==> src/sotd_pkg.sv <==
// Shared constants and types of the stuck and off-track detector.
package sotd_pkg;

   localparam int HIST_DEPTH = 64;
   localparam int HIST_AW = (HIST_DEPTH > 1) ? $clog2(HIST_DEPTH) : 1;
   localparam int HIST_CW = $clog2(HIST_DEPTH + 1);

   localparam int TIME_W = 48;
   localparam int POS_W = 25;
   localparam int LAT_W = 21;
   localparam int LIM_W = 20;
   localparam int MOVE_W = 16;
   localparam int CFG_W = 32;
   localparam int CSR_IDX_W = 8;

   localparam int DIFF_W = POS_W + 1;
   localparam int SQ_W = 2 * DIFF_W;
   localparam int M2_W = 2 * MOVE_W;

   // register indexes
   localparam logic [CSR_IDX_W-1:0] CSR_CHECK_PERIOD = 8'd0;
   localparam logic [CSR_IDX_W-1:0] CSR_HALF_WIDTH = 8'd1;
   localparam logic [CSR_IDX_W-1:0] CSR_LAT_TOL = 8'd2;
   localparam logic [CSR_IDX_W-1:0] CSR_WINDOW = 8'd3;
   localparam logic [CSR_IDX_W-1:0] CSR_MIN_MOVE = 8'd4;
   localparam logic [CSR_IDX_W-1:0] CSR_REPORT_PERIOD = 8'd5;

   localparam logic [CFG_W-1:0] RST_CHECK_PERIOD = 32'd10000;
   localparam logic [LIM_W-1:0] RST_HALF_WIDTH = 20'd500;
   localparam logic [LIM_W-1:0] RST_LAT_TOL = 20'd100;
   localparam logic [CFG_W-1:0] RST_WINDOW = 32'd2000000;
   localparam logic [MOVE_W-1:0] RST_MIN_MOVE = 16'd100;
   localparam logic [CFG_W-1:0] RST_REPORT_PERIOD = 32'd1000000;

   typedef struct packed {
      logic capture;
      logic push;
      logic rd;
      logic pop;
      logic diff;
      logic sqx;
      logic sqy;
      logic cmp;
      logic emit;
   } cmd_type;

   typedef struct packed {
      logic early;
      logic pop_ok;
      logic ref_valid;
      logic suppress;
      logic out_free;
   } status_type;

endpackage

==> src/sotd_ctrl.sv <==
// Sequencer for the detector: steps one sample through check, pop loop and report.
module sotd_ctrl import sotd_pkg::*; (
   input  logic       clock,
   input  logic       reset,
   input  logic       req_valid,
   output logic       req_ready,
   input  status_type status,
   output cmd_type    cmd
);

   typedef enum logic [9:0] {
      ST_IDLE   = 10'b0000000001,
      ST_CHECK  = 10'b0000000010,
      ST_RD     = 10'b0000000100,
      ST_TEST   = 10'b0000001000,
      ST_DIFF   = 10'b0000010000,
      ST_SQX    = 10'b0000100000,
      ST_SQY    = 10'b0001000000,
      ST_CMP    = 10'b0010000000,
      ST_REPORT = 10'b0100000000
   } state_type;

   state_type state_ff, state_in;

   assign req_ready = (state_ff == ST_IDLE);

   always_comb begin
      state_in = state_ff;
      cmd = '0;
      case (state_ff)
         ST_IDLE: begin
            if (req_valid) begin
               cmd.capture = 1'b1;
               state_in = ST_CHECK;
            end
         end
         ST_CHECK: begin
            if (status.early) begin
               state_in = ST_IDLE;
            end else begin
               cmd.push = 1'b1;
               state_in = ST_RD;
            end
         end
         ST_RD: begin
            cmd.rd = 1'b1;
            state_in = ST_TEST;
         end
         ST_TEST: begin
            if (status.pop_ok) begin
               cmd.pop = 1'b1;
               state_in = ST_RD;
            end else if (status.ref_valid) begin
               state_in = ST_DIFF;
            end else begin
               state_in = ST_CMP;
            end
         end
         ST_DIFF: begin
            cmd.diff = 1'b1;
            state_in = ST_SQX;
         end
         ST_SQX: begin
            cmd.sqx = 1'b1;
            state_in = ST_SQY;
         end
         ST_SQY: begin
            cmd.sqy = 1'b1;
            state_in = ST_CMP;
         end
         ST_CMP: begin
            cmd.cmp = 1'b1;
            state_in = ST_REPORT;
         end
         ST_REPORT: begin
            if (status.suppress) begin
               state_in = ST_IDLE;
            end else if (status.out_free) begin
               cmd.emit = 1'b1;
               state_in = ST_IDLE;
            end
         end
         default: begin
            state_in = ST_IDLE;
         end
      endcase
   end

   always_ff @(posedge clock) begin
      if (reset) begin
         state_ff <= ST_IDLE;
      end else begin
         state_ff <= state_in;
      end
   end

   a_accept_to_check: assert property (@(posedge clock) disable iff (reset)
      (req_valid && req_ready) |=> (state_ff == ST_CHECK))
      else $error("accepted item did not move to the check step");

   a_emit_needs_room: assert property (@(posedge clock) disable iff (reset)
      cmd.emit |-> status.out_free)
      else $error("result loaded while output register still full");

endmodule

==> config.mk <==
export PLATFORM = sky130hd
export DESIGN_NAME = sotd_ctrl
export DESIGN_NICKNAME = d
export VERILOG_FILES = /design/src/sotd_pkg.sv /design/src/sotd_ctrl.sv
export SDC_FILE = /design/constraint.sdc
export NUM_CORES = 1
export LEC_CHECK = 0
export ABC_AREA = 1
export BUFFER_PORTS_ARGS = -buffer_cell sky130_fd_sc_hd__buf_2
export CORE_AREA = 2 2 39 41
export DETAILED_ROUTE_END_ITERATION = 8
export DIE_AREA = 0 0 41 43
export PLACE_DENSITY_LB_ADDON = 0.3
export SLEW_MARGIN = 30
export SYNTH_ARGS = -nofsm -noshare
export SYNTH_HDL_FRONTEND = slang
export SYNTH_SLANG_ARGS = --single-unit
==> constraint.sdc <==
create_clock -name clock -period 3.23 [get_ports clock]
set_input_delay 0.646 -clock clock [delete_from_list [all_inputs] [get_ports clock]]
set_output_delay 0.646 -clock clock [all_outputs]
set_load 0.05 [all_outputs]
# Word level (Yosys, flattened, before mapping)

Cells that the tools add are included.
W data, S select, Z words.

Reduce and logical (&&, ||, !) cells: 1
Multiplexer cells: 21
Equality and inequality tests: 11

Operators by type and width:

| operator              | count |
|---|---|
| $pmux W10 S9          | 1 |
| $mux W10              | 4 |
| $mux W1               | 14 |
| $eq A10 B1 Y1 const B | 1 |
| $eq A10 B2 Y1 const B | 1 |
| $eq A10 B3 Y1 const B | 1 |
| $eq A10 B4 Y1 const B | 1 |
| $eq A10 B5 Y1 const B | 1 |
| $eq A10 B6 Y1 const B | 1 |
| $eq A10 B7 Y1 const B | 1 |
| $eq A10 B8 Y1 const B | 1 |
| $eq A10 B9 Y1 const B | 1 |
| $mux W8               | 1 |
| $mux W3               | 1 |
| $ne A3 B3 Y1 const B  | 1 |
| $ne A2 B2 Y1 const B  | 1 |
| $reduce_and A2 Y1     | 1 |

Flip-flop bits (word level): 10
Output and inout port bits: 10
Input bits: 8
Word-level logic and storage cells: 34

# Longest topological paths before layout

Gate-level depths: netlist of run 1.

Depth after elaboration: 3
Gate-level depth with buffers: 10
Gate-level depth less buffers: 10

# Least setup slack after synthesis of run 1

No wires, ideal clock.

Path kind: reg-to-output
Start point: register state_ff[7]
End point: output cmd[0] (netlist name)
Arrival: 1816 ps
Data required time: 2584 ps
Buffers on the path: 0
Cell stages (with the launch flop): 6
Slack: 768 ps
Path through: dfxtp_1 -> inv_2 -> nand2_4 -> nor2_8 -> nand3_1 -> nor3b_1

RTL lines:

| element                  | line            | text |
|---|---|---|
| start: declaration       | sotd_ctrl.sv:23 | `state_type state_ff, state_in;` |
| start signal: assignment | sotd_ctrl.sv:93 | `state_ff <= state_in;` |
| end: declaration         | sotd_ctrl.sv:8  | `output cmd_type cmd` |

==> results of run 1 <==
==> synth_stat cells, drive strengths merged <==
cell / count
nor3b: 1
nor3: 2
o22ai: 1
nand3: 11
nor4: 1
and3: 1
dfxtp: 9
o21ai: 1
inv: 25
nor2: 22
nand2: 20
nand4: 2
==> worst register-to-register path, stage by stage, from the launching register on <==
cell,delay [ns]
dfxtp_1,0.32
inv_2,0.06
nand2_2,0.09
nor2_8,0.15
nand3_4,0.11
inv_4,0.08
nand2_4,0.05
nand2_4,0.06
inv_2,0.06
and3_1,0.16
==> metal layers <==
metal  global-route usage  vias up
met5                    0        -
met4               0.0800        0
met3               0.0471        5
met2                0.219       20
met1                0.201      247
li1                     -      333
==> final cells by class <==
cell class / instances / area, µm²
fill: 135 / 643
multi-input combinational: 62 / 333
sequential: 9 / 180
inverter: 25 / 96.3
timing repair buffer: 17 / 85.1
clock buffer: 4 / 26.3
tap: 16 / 20.0
==> through the flow <==
stage               power [mW]  std cells
global placement         0.218        129
global route             0.319        133
finish                   0.303        133
CTS                      0.303        133
detailed placement       0.219        129
floorplan                0.199         96
==> cells by family (layout without fill, tap and decap cells) <==
| kind of cell | count (synthesis) | after routing | share of synthesized area |
|---|---|---|---|
| AND/OR/NAND/NOR | 60 | 60 | 0.528 |
| buffers and inverters | 25 | 46 | 0.158 |
| AO/OA/AOI/OAI | 2 | 2 | 0.0185 |
| flip-flops | 9 | 9 | 0.296 |
==> power groups by stage <==
stage / Clock, mW / Combinational (mW) / Sequential [mW]
2_1_floorplan: 0 / 0.0761 / 0.123
3_3_place_gp: 0 / 0.0941 / 0.123
3_5_place_dp: 0 / 0.0950 / 0.124
4_1_cts: 0.0865 / 0.0954 / 0.121
5_1_grt: 0.0916 / 0.105 / 0.122
6_report: 0.0870 / 0.0950 / 0.121
==> placed cells by master (no fill, tap or decap), types with 2 or more instances in the layout <==
cell       n
buf_2     17
clkbuf_4   3
nand2_1   16
nand3_1    9
nor2_1    20
dfxtp_1    9
inv_2      9
nand2_4    3
nand4_1    2
inv_1     15
nor3_1     2
==> path summary, 6_finish.rpt <==
kind / start / end / slack, ns / cells past startpoint
setup / recovery: state_ff[4] / cmd[0] / 1.15 / 6
hold / removal: status[3] / state_ff[4] / 0.57 / 2
setup reg to reg: state_ff[4] / state_ff[2] / 1.98 / 9
hold reg to reg: state_ff[2] / state_ff[4] / 0.63 / 3
==> summary.txt, run 1 <==
Worst setup path
  • Worst Setup End Kind: output port
  • Sum of buffers and inverters on the critical path: 2
  • Maximum fanout along the worst path: 7
  • Critical path class: reg -> out
  • Crit start category: register
  • CP cell instances: inv_2 > nand2_2 > nor2_8 > nand3_1 > nor3b_1 > buf_2
  • Endpoint arrival time on the critical path: 1.43 ns
  • Req. time, crit path: between 2 and 3 ns
  • Cell family with the largest share of critical-path delay: simple AND/OR/NAND/NOR gates
  • Maximum cell stage delay along the critical path: around 0.32 ns
  • Highest-delay cell along the critical path: dfxtp_1

Synthesis
  • Synth top area share: 0.296
  • Post-synthesis instance total: 96
  • Synth cell types: 20
  • Post-Syn Nets: 104
  • Leading area contributor after synthesis: dfxtp_1
  • Synth warnings: 0
  • Synthesized area divided by synthesized cell count: 6.35 µm²
  • #FFs+latches synth: 9
  • Ranking of synthesized cells by area: dfxtp_1, nor2_1, nand2_1
  • Post-synthesis instance area: approximately 600 µm²
  • Register area share after synthesis: 0.296

STA
  • Final count of pins violating max slew: 0
  • Clock tree skew after final layout: roughly 0.0013 ns
  • Final period util: 0.644
  • Measured slew at the worst slew-check pin: approximately 0.25 ns
  • Worst hold margin: around 0.57 ns
  • Setup-violating endpoint count in the final report: 0
  • Hold violation total from the final report: 0
  • FMAX: a little under 500 MHz
  • RSZ-0062 raised after global routing: false
  • Final min period: between 2 and 2.5 ns
  • Total Negative Setup Slacks: 0 ns
  • Final setup margin: approximately 1.2 ns
  • Slew HR: 0.833

Clock tree
  • Total number of clock tree sinks: 9
  • Clock tree from TritonCTS: yes
  • Number of resized instances in the post-cts repair step: 0
  • Number of buffers added by the clock tree synthesis step: 3
  • Hold Buf Count CTS: 0
  • Root cell of the clock tree: clkbuf_4
  • Clock slew at the register clock pins of the worst setup and hold paths: around 0.060 ns
  • Deepest clock path buffer count: 2
  • H-tree level count: 1
  • Setup Fix Bufs, Post-CTS: 0
  • Clk_lat worst skew: 0.26 ns

Outcome
  • Outcome: completed

Die
  • Die Outline Area: between 1500 and 2000 µm²
  • Starting density of the core: 0.440
  • Area of the core: 1380 µm²
  • I/O pin count: 18
  • DIE WIDTH: roughly 40 µm
  • Die height: 43 µm
  • Row count: 14

Power
  • Fraction of power consumed by the clock network: 0.287
  • Switching share of power: 0.365
  • Internal power: between 150 and 200 µW
  • Switching power of the nets: ~110 µW
  • Part of the total power dissipated in sequential elements: 0.399
  • Worst supply voltage drop on vdd: between 0.2 and 0.25 mV
  • Reported leakage power: roughly 0.49 nW
  • Gate power share: 0.314
  • Total power per unit cell area: slightly above 400 nW/µm²

Placement
  • Placed wire-length estimate: 986 µm
  • Final weighted congestion of routability-driven global placement: ~0.82
  • Post-placement cell area: around 710 µm²
  • Post-placement worst setup slack: ~1.4 ns
  • Count of input and output buffers: 17

Route
  • Met2 wirelength from detailed routing: between 500 and 600 µm
  • Detailed Routing Iterations Pass 1: 4
  • Post-DRT Antenna Nets: 0
  • Metal1 wirelength: 576 µm
  • Detail-routed net length per standard cell: roughly 8.8 µm
  • Mean number of vias per cell: approximately 4.5
  • Vias after detailed routing: slightly above 600
  • Total length of routed met3 wires: between 60 and 70 µm
  • Drt total wl: roughly 1200 µm
  • Top metal layer carrying routed signals: met4
  • Total DRC errors in the routed layout: 0
  • 1st-iter DRT viols: 13

Layout
  • Register with the most flip-flops: state_ff
  • Diodes inserted: 0
  • Largest registers: state_ff (9)
  • Final core utilization: 0.535
  • Net count reported at finish: 126
  • Proportion of layout cells with a drive suffix above 1: 0.325
  • Max reg flops: 9
  • Area of all placed cells without fillers: around 740 µm²
  • Area added between synthesis and finish: 21.6%

Hold path
  • Worst min path class: in -> reg

Global routing
  • Number of global-route vias before repair: between 400 and 500
  • Grt total ovfl: 0
  • Wire length of the first global-routing pass: 1830 µm
  • Largest net degree at the start of global routing: 8
  • Antenna violations before repair: 0
  • Aggregate global-route resource usage: 0.154

Run
  • # Max-Cap Violations: 0
Note: power is estimated with default switching activity, not from simulation.
==> run 2, diff against run 1 <==
Settings changed: ABC_AREA 1 to 0.
Clock period 3.23 ns to 2 ns, I/O delays scaled along.
==> summary.txt, run 2 <==
STA
  • Slew HR: 0.713 (was 0.833)
  • Setup-violating endpoint count in the final report: 4 (was 0)
  • Worst hold margin: 0.341 ns (was 0.573 ns)
  • Final min period: 2.12 ns
  • Final setup margin: -0.120 ns (was 1.15 ns)
  • Measured slew at the worst slew-check pin: 0.424 ns (was 0.249 ns)
  • RSZ-0062 raised after global routing: true (was false)
  • Final count of pins violating max slew: 0 (unchanged)
  • FMAX: 472 MHz
  • Clock tree skew after final layout: 0.00227 ns (was 0.00128 ns)
  • Hold violation total from the final report: 0 (unchanged)
  • Final period util: 1.06

Synthesis
  • Post-synthesis instance total: 64 (was 96)
  • Synth warnings: 0 (unchanged)
  • Register area share after synthesis: 0.317 (was 0.296)
  • Synth top area share: 0.317 (was 0.296)
  • Synth cell types: 34 (was 20)
  • Synthesized area divided by synthesized cell count: 8.88 µm² (was 6.35 µm²)
  • #FFs+latches synth: 9 (unchanged)
  • Post-synthesis instance area: 568 µm² (was 609 µm²)
  • Ranking of synthesized cells by area: dfxtp_1, nor2_1, nor3_1 (was dfxtp_1, nor2_1, nand2_1)
  • Share of async-settable or async-resettable flops after synthesis: 0 (unchanged)
  • Leading cell types by count after synthesis: dfxtp_1, nor2_1, nor3_1, nor4_1 (was nor2_1, nand2_1, inv_1)
  • Number of flops mapped to enable cells by yosys: 0 (unchanged)
  • Commonest register cell after synthesis: dfxtp_1 (unchanged)
  • Leading area contributor after synthesis: dfxtp_1 (unchanged)
  • Most instantiated library cell after synthesis: dfxtp_1 (was nor2_1)
  • Post-Syn Nets: 72 (was 104)

Worst setup path
  • Highest-delay cell along the critical path: or4_4 (was dfxtp_1)
  • Maximum cell stage delay along the critical path: 0.55 ns (was 0.32 ns)
  • Maximum fanout along the worst path: 3 (was 7)
  • Crit Reg-Reg Startpoint: state_ff[4] (unchanged)
  • Critical path class: reg -> out (unchanged)
  • CP cell instances: or4_4 > nor3_4 > nand3_2 > nor2_4 > buf_6 (was inv_2 > nand2_2 > nor2_8 > nand3_1 > nor3b_1 > buf_2)
  • Worst Setup End Kind: output port (unchanged)
  • Req. time, crit path: 1.60 ns (was 2.58 ns)
  • Endpoint arrival time on the critical path: 1.72 ns (was 1.43 ns)
  • Crit start category: register (unchanged)
  • Worst setup startpoint: state_ff[4] (unchanged)

Global routing
  • Aggregate global-route resource usage: 0.178 (was 0.154)
  • Grt total ovfl: 0 (unchanged)
  • Wire length of the first global-routing pass: 2170 µm (was 1830 µm)
  • Largest net degree at the start of global routing: 9 (was 8)
  • Number of global-route vias before repair: 535 (was 484)
  • Antenna violations before repair: 0 (unchanged)

Layout
  • Register with the most flip-flops: state_ff (unchanged)
  • Max reg flops: 9 (unchanged)
  • Proportion of layout cells with a drive suffix above 1: 0.554 (was 0.325)
  • Net count reported at finish: 101 (was 126)
  • Commonest non-fill, non-tap cells in the layout: buf_4, buf_2, nor2_1, clkbuf_4, dfxtp_1 (was nor2_1, buf_2, nand2_1)
  • Largest registers: state_ff (9) (unchanged)
  • Most common cell after layout, fill and taps aside: buf_4 (was nor2_1)
  • Diodes inserted: 0 (unchanged)
  • Area of all placed cells without fillers: 846 µm² (was 741 µm²)
  • Area added between synthesis and finish: 48.9% (was 21.6%)

Clock tree
  • Root cell of the clock tree: clkbuf_4 (unchanged)
  • Clk_lat worst skew: 0.25 ns (was 0.26 ns)
  • Clock slew at the register clock pins of the worst setup and hold paths: 0.06 ns (about the same)
  • Hold Buf Count CTS: 0 (unchanged)
  • Clock tree from TritonCTS: yes (unchanged)
  • Deepest clock path buffer count: 2 (unchanged)
  • Number of buffers added by the clock tree synthesis step: 3 (unchanged)
  • Total number of clock tree sinks: 9 (unchanged)
  • H-tree level count: 1 (unchanged)

Power
  • Total power per unit cell area: 518 nW/µm² (was 409 nW/µm²)
  • Total power consumption of the routed design: 438 µW (was 303 µW)
  • Reported leakage power: 0.354 nW (was 0.486 nW)
  • Worst supply voltage drop on vdd: 0.369 mV (was 0.250 mV)

Route
  • Detailed Routing Iterations Pass 1: 4 (unchanged)
  • Drt total wl: 1400 µm (was 1170 µm)
  • Detail-routed net length per standard cell: 12.9 µm (was 8.80 µm)
  • Vias after detailed routing: 600 (was 605)
  • Mean number of vias per cell: 5.56 (was 4.55)
  • Total DRC errors in the routed layout: 0 (unchanged)
  • 1st-iter DRT viols: 9 (was 13)
  • Post-DRT Antenna Nets: 0 (unchanged)

Outcome
  • Failing checks: setup timing
  • Outcome: complete, but fails checks (was completed)

Die
  • Row count: 14 (unchanged)
  • DIE WIDTH: 41 µm (unchanged)
  • I/O pin count: 18 (unchanged)
  • Starting density of the core: 0.410 (was 0.440)
  • Area of the core: 1380 µm² (unchanged)
  • Die Outline Area: 1760 µm² (unchanged)
  • Die height: 43 µm (unchanged)

Placement
  • Placed wire-length estimate: 1040 µm (was 986 µm)
  • Final weighted congestion of routability-driven global placement: 0.739 (was 0.819)
  • Post-placement cell area: 717 µm² (was 714 µm²)
  • Post-placement worst setup slack: 0.0432 ns (was 1.38 ns)
  • Count of input and output buffers: 17 (unchanged)

Run
  • # Max-Cap Violations: 0 (unchanged)

Hold path
  • Start point of the worst hold path: reset (was status[3])
  • Worst min path class: in -> reg (unchanged)
==> run 2: cell types whose count changed after synthesis, sizes merged, moves of 2 or more <==
cell    delta
clkbuf     +2
inv       -22
nand2     -18
nand2b     +2
nand3      -9
nand3b     +3
nand4      -2
nor2      -13
nor2b      +2
nor3       +5
nor4       +3
nor4b      +3
o21ba      +2
==> run 2: worst paths after layout <==
check,end,slack (ns),cells past startpoint
setup / recovery,cmd[5],-0.12,5
setup reg to reg,state_ff[2],0.20,7
hold / removal,state_ff[1],0.34,2
hold reg to reg,state_ff[3],0.52,1
==> run 2: area by class of cell <==
cell class,count,area (µm²)
inverter,3,11.3
timing repair buffer,26,193
fill,120,538
multi-input combinational,50,410
tap,16,20.0
sequential,9,185
clock buffer,4,26.3
==> run 2: logic make-up after synthesis <==
group / after synthesis / share of synthesized area
AO/OA/AOI/OAI: 10 / 0.154
XOR/XNOR: 1 / 0.0154
AND/OR/NAND/NOR: 39 / 0.471
flip-flops: 9 / 0.317
buffers and inverters: 5 / 0.0418
==> run 2: power breakdown <==
| group | leakage, nW | switching (mW) | internal, mW |
|---|---|---|---|
| clock | 0.0150 | 0.0631 | 0.0769 |
| combinational | 0.264 | 0.0605 | 0.0464 |
| sequential | 0.0748 | 0.00783 | 0.184 |
==> run 2: stage by stage <==
step	utilization	setup TNS, ns	cells
after detailed placement	0.518	0	100
after floorplan	-	-0.548	64
after global placement	0.518	0	100
final	0.611	-0.246	108
after CTS	0.566	-0.241	105
after global routing	0.611	-0.754	108
==> run 2: metal layers <==
layer  vias up  wire length [µm]  GRT usage
met3         2                61     0.0314
met2        18               716      0.278
met5         -                 0          0
li1        293                 -          -
met4         0                 4     0.0600
met1       287               612      0.237
==> run 2: repair_timing <==
item | 4_1_cts | 5_1_grt
setup buffers | 1 | 3
endpoints found under the setup margin | 6 | 10
pin swaps | 1 | 4
gates resized for setup | 10 | 14
==> run 2: critical path: cells and delay by family (launching register included) <==
kind,cells,cell delay [ns]
and+or+nand+nor,4,0.97
buffers and inverters,1,0.16
DFF,1,0.33
